`src/pbt_pkg.sv`:
```
// shared types and constants for the projective box transform
package pbt_pkg;

  localparam int CoordWidth = 32;
  localparam int FracBits   = 16;
  localparam int EntWidth   = 32;
  localparam int NumRegs    = 8;
  localparam int RegWidth   = 64;
  localparam int AddrWidth  = 6;
  localparam int ProdWidth  = CoordWidth + EntWidth;
  localparam int AccWidth   = ProdWidth + 2;
  localparam int NshWidth   = AccWidth + FracBits;
  localparam int DsWidth    = AccWidth + CoordWidth - 1;
  localparam int CmpWidth   = ((NshWidth > DsWidth) ? NshWidth : DsWidth) + 1;
  localparam int CntWidth   = $clog2(CoordWidth);
  localparam int BoxWidth   = 6 * CoordWidth;

  typedef logic signed [CoordWidth-1:0] coord_t;

  typedef struct packed {
    coord_t max_z;
    coord_t max_y;
    coord_t max_x;
    coord_t min_z;
    coord_t min_y;
    coord_t min_x;
  } box_t;

  typedef logic [3:0][3:0][EntWidth-1:0] mat_t;

  typedef struct packed {
    logic valid;
    box_t box;
  } head_t;

  typedef enum logic [2:0] {
    BK_IDLE,
    BK_MAC,
    BK_DIV,
    BK_OUT
  } back_state_e;

  typedef enum logic [2:0] {
    DV_IDLE,
    DV_ABS,
    DV_OVF,
    DV_RUN,
    DV_DONE
  } div_state_e;

endpackage

```
`src/pbt_front.sv`:
```
// input side: accepts boxes into a two-entry queue ahead of the engine
module pbt_front (
  input  logic           clk_i,
  input  logic           rst_ni,
  input  logic           in_valid_i,
  output logic           in_ready_o,
  input  pbt_pkg::box_t  in_box_i,
  output pbt_pkg::head_t head_o,
  input  logic           pop_i
);
  import pbt_pkg::*;

  box_t       mem_q [2];
  logic       wr_ptr_q, rd_ptr_q;
  logic [1:0] cnt_q, cnt_d;
  logic       push, pop;

  assign in_ready_o = (cnt_q != 2'd2);
  assign push       = in_valid_i && in_ready_o;
  assign pop        = pop_i && (cnt_q != 2'd0);

  always_comb begin
    cnt_d = cnt_q;
    if (push && !pop) cnt_d = cnt_q + 2'd1;
    if (pop && !push) cnt_d = cnt_q - 2'd1;
  end

  always_ff @(posedge clk_i or negedge rst_ni) begin
    if (!rst_ni) begin
      cnt_q    <= 2'd0;
      wr_ptr_q <= 1'b0;
      rd_ptr_q <= 1'b0;
    end else begin
      cnt_q <= cnt_d;
      if (push) wr_ptr_q <= ~wr_ptr_q;
      if (pop)  rd_ptr_q <= ~rd_ptr_q;
    end
  end

  always_ff @(posedge clk_i) begin
    if (push) mem_q[wr_ptr_q] <= in_box_i;
  end

  assign head_o.valid = (cnt_q != 2'd0);
  assign head_o.box   = mem_q[rd_ptr_q];

endmodule

```
`config.mk`:
```
export PLATFORM = sky130hd
export DESIGN_NAME = pbt_front
export DESIGN_NICKNAME = d
export VERILOG_FILES = /design/src/pbt_pkg.sv /design/src/pbt_front.sv
export SDC_FILE = /design/constraint.sdc
export NUM_CORES = 1
export LEC_CHECK = 0
export BUFFER_PORTS_ARGS = -buffer_cell sky130_fd_sc_hd__buf_2
export CORE_MARGIN = 2
export CORE_UTILIZATION = 49
export CTS_BUF_LIST = sky130_fd_sc_hd__clkbuf_8
export DETAILED_ROUTE_END_ITERATION = 8
export MAX_ROUTING_LAYER = met4
export PLACE_DENSITY_LB_ADDON = 0.3
export SETUP_SLACK_MARGIN = 0.4
export SYNTH_ARGS = -nofsm -noshare
export SYNTH_HDL_FRONTEND = slang
export SYNTH_SLANG_ARGS = --single-unit
```
`constraint.sdc`:
```
create_clock -name clk_i -period 8.7 [get_ports clk_i]
set_clock_uncertainty 0.05 [all_clocks]
set_input_delay 0.435 -clock clk_i [delete_from_list [all_inputs] [get_ports clk_i]]
set_output_delay 0.435 -clock clk_i [all_outputs]
set_load 0.01 [all_outputs]
```
* Yosys cells after proc, flatten, opt, wreduce, memory -nomap -nowiden
Memories as Yosys holds them, arrays and structs flattened.
Cells that the tools add are included.
Widths: inputs -> output; s select.
** Cells by class
- Add/sub/neg operators :: 2
- Multiply operators :: 0
- Divide/modulo/power cells :: 0
- Magnitude comparators :: 0
- Equal/unequal tests :: 1
- Shifts and indexed selects :: 0
- Mux-type cells :: 4
- Bitwise gates (word level) :: 2
- Reductions and logical operators :: 8
** Operators by type and width (count)
- $logic_and 1x1->1 :: 4
- $mux 2 :: 2
- $reduce_bool 2->1 :: 2
- $add 2x1->2 const B :: 1
- $logic_not 1->1 :: 2
- $mux 1 :: 2
- $ne 2x2->1 const B :: 1
- $not 1->1 :: 2
- $sub 2x1->2 const B :: 1
** Storage, ports and cells
- Register bits after elaboration :: 4
- Latch bits :: 0
- Memory bits (writable) :: 384
- ROM bits :: 0
- Word-level logic and storage cells :: 21
- Memories :: 1
** Memories
- mem_q :: words 2, width 192, read ports 1, clocked after memory_dff 0, wr ports 1, RTL line pbt_front.sv:13 : box_t mem_q [2];

* Logic depth before layout (Yosys ltp)
- Depth in word-level cells :: 6
- Depth in mapped cells :: 6

* Worst setup path after synthesis
OpenSTA, ideal clock, no wires.
- Path type :: flip-flop to flip-flop
- From :: register cnt_q[0]
- To :: memory mem_q[0][0] in the netlist's numbering (enable)
- Arrival time :: 8.667 ns
- Required time :: 7.903 ns
- Path slack :: -0.764 ns
- Stages on the path, launching flop included :: 4
- Period minus slack after synthesis :: 9.464 ns
- Path through :: dfrtp_1 nand2b_1 nand2_1 nor2_1
** Between the ends
- Word-level cells in the longest chain between the ends :: 4
** Ends and longest elaborated chain
- from (decl) :: RTL line pbt_front.sv:15 : logic [1:0] cnt_q, cnt_d;
- from (signal assigned) :: RTL line pbt_front.sv:34 : cnt_q <= cnt_d;
- $ne 2x2->1 :: RTL line pbt_front.sv:18 : assign in_ready_o = (cnt_q != 2'd2);
- via in_ready_o :: RTL line pbt_front.sv:6 : output logic in_ready_o,
- $logic_and 1x1->1 :: RTL line pbt_front.sv:19 : assign push = in_valid_i && in_ready_o;
- $mux 1 :: RTL line pbt_front.sv:41 : if (push) mem_q[wr_ptr_q] <= in_box_i;
- $mux 1 (implied by the code) :: RTL line pbt_front.sv:41
- to (decl) :: RTL line pbt_front.sv:13
The timed path passes the listed nets, and every way through them passes these cells.

==> impl_metrics.toml <==
[global_routing]
grt_pass1_wl_um = 46100
grt_use_total_pct = 20.3
grt_max_degree = 78
antenna_found_initial = 4
grt_pass1_vias = 8642
grt-ovfl-total = 0

[final_layout]
final_net_count = 1440
fin_cells = 1675
syn2layout_area_growth_pct = 37.5
drive_gt1_share_pct = 51.7
fin_area_mm2 = 0.0193

[logic_synthesis]
muxShareOfSynthArea_pct = 15.4
avgSynthCellArea_um2 = 22.9
synth-simple-area-share_pct = 0.258
yosysWarnings = 0
synth_fa_ha_area_share_pct = 0.0889
synth-seq-cells = 388
synthCells = 614
yosys.cell_types.count = 15
synth_xor_area_share_pct = 0.311
syn_nets = 811
syn-cell-area_mm2 = 0.0141
synth_top_family_by_area = "multiplexers"
ys_seq_area_share_pct = 82.7
synth_compound_area_share_pct = 0

[pwr]
p_sw_mw = 1.75
power.density_mw_per_mm2 = 297
p_comb_share_pct = 30.4
leakagePower_nw = 7.36
pwr-share-seq_pct = 47.0
p_sw_share_pct = 30.4
vdd.ir_drop.worst_uv = 220
cell_internal_pwr_mw = 4.00
clkPwrFrac_pct = 22.6

[placement]
dp.cells = 1373
place_hpwl_um = 17500
placed_area_mm2 = 0.0164
gp_congestion = 0.773
place.port_buffers = 389

[worst_setup_path]
reg2reg_depth = 5
cp.required_ns = 8.22
reg2reg_to = "mem_q[0][165]"
arrival_ns = 3.03
r2r_start = "cnt_q[0]"
worst-setup-path-type = "reg -> out"
start_kind = "register"
critPathCaptureType = "primary output"
cp_max_fo = 68
reg2reg_slack_ns = 5.76

[run_status]
status = "finished clean"

[clock_tree]
cts_buffers = 59
clockBufferDepth = 3
clk_pin_slew_ns = 0.06
h-tree-depth = 2
worstSkewPairLatency_ns = 0.58
cts_tree = "done"
cts.sinks = 388
root_buffer = "clkbuf_8"
cts_setup_buffers = 0
cts-resized-gates = 0
cts_hold_repair.buffers = 193

[floorplan]
die-area_mm2 = 0.0301
start_util_pct = 49.4
pin_count = 390
core_area_mm2 = 0.0285
dieWidth_um = 173
rows = 62
die_h_um = 173

[worst_hold_path]
holdCritPathClass = "in -> async"

[sta]
finalSetupViolCount = 0
slew-limit-headroom_pct = 30.0
slew_violations = 0
fmax_mhz = 285
fin_crit_sh_pct = 40.4
rsz0062_at_grt = "false"
fin_crit_ns = 3.51
tightest_slew_ns = 1.05
tns_ns = 0
hold_viol = 0

[detailed_routing]
viasPerCell = 4.83
drt-pass1-iter-count = 6
num_vias = 8090
drc_errors = 0
routed_wl_um = 30600
wire_per_inst_um = 18.3
drtIter0Drc = 505
ant_nets = 0

[job]
maxCapViolations = 0
## per-stage QoR
stage               total power, mW  setup slack [ns]  utilization [%]  hold slack, ns
detailed placement             4.41              5.76             57.5           0.197
global route                   6.02              5.04             67.9           0.111
CTS                            5.78              5.14             67.9           0.118
floorplan                      3.87              2.49                -          0.0894
finish                         5.75              5.19             67.9           0.139
global placement               4.39              5.76             57.5           0.198
## worst max path at each step
| stage | start | to | slack, ns |
|---|---|---|---|
| 2_1_floorplan | cnt_q[0] | mem_q[0][0] | 2.49 |
| 3_3_place_gp | cnt_q[0] | mem_q[0][171] | 5.76 |
| 3_5_place_dp | cnt_q[0] | mem_q[0][107] | 5.76 |
| 4_1_cts | rd_ptr_q | head_o[112] | 5.14 |
| 5_1_grt | rd_ptr_q | head_o[109] | 5.04 |
| 6_report | rd_ptr_q | head_o[109] | 5.19 |
## cell usage after synthesis, drive strengths merged
master / n / area [µm²]
dfrtp: 4 / 100
nor2: 2 / 7.51
and3: 1 / 6.26
and2: 1 / 6.26
or2: 1 / 6.26
mux2: 192 / 2160
xor2: 2 / 17.5
xnor2: 3 / 26.3
buf: 21 / 183
edfxtp: 384 / 11500
nand2: 1 / 3.75
nand2b: 1 / 6.26
ha: 1 / 12.5
## power groups by stage
stage / Sequential, mW / Combinational (mW) / Clock [mW]
after floorplan: 2.74 / 1.13 / 0
after global placement: 2.71 / 1.68 / 0
after detailed placement: 2.74 / 1.68 / 0
after CTS: 2.70 / 1.76 / 1.32
after global routing: 2.74 / 1.87 / 1.41
final: 2.70 / 1.75 / 1.30
## flip-flops by register name, summed over array words and instances (netlist names)
register and flops:
rd_ptr_q 1, cnt_q 2, wr_ptr_q 1, mem_q 384
## placed cells by master, fill, tap and decap left out
cell	netlist	layout
nor2_4	0	1
nor2_1	2	1
clkinv_2	0	10
and2_1	1	1
clkinv_4	0	1
mux2_2	192	192
clkinvlp_4	0	4
diode_2	0	4
inv_1	0	18
clkinv_1	0	13
nand2b_1	1	1
nand2_1	1	1
clkbuf_8	0	59
buf_4	11	7
or2_2	1	1
dfrtp_4	0	1
dfrtp_1	4	3
edfxtp_1	384	384
ha_1	1	1
xnor2_1	3	3
and3_4	0	1
xor2_1	2	2
dlygate4sd3_1	0	193
buf_2	2	389
## critical path, stage by stage (launching register included)
cell and delay, ns:
dfrtp_4 0.92, buf_4 0.82, mux2_2 0.46, buf_2 0.15
## per-layer routing
layer | track usage, % | vias up | part of all wire, %
li1 | - | 3725 | -
met1 | 23.1 | 3966 | 38
met2 | 34.5 | 337 | 51
met3 | 5.90 | 62 | 7.8
met4 | 7.20 | 0 | 2.8
met5 | - | - | 0
## area by class of cell
| type | instances | area (µm²) |
|---|---|---|
| fillers | 1843 | 9130 |
| well taps | 384 | 480 |
| flip-flops and latches | 388 | 11600 |
| diodes | 4 | 10.0 |
| repair buffers | 589 | 3930 |
| multi-input cells | 205 | 2270 |
| clock buffers | 59 | 812 |
| clock inverters | 46 | 205 |
## cells by family (layout without fill, tap and decap cells)
family        after synthesis  in the layout
flops                     388            388
mux                       192            192
buf+inv                    21            694
simple gates                7              7
xor+xnor                    5              5
fa+ha+maj                   1              1
other cells                 0              4
Note: power is estimated with default switching activity, not from simulation.
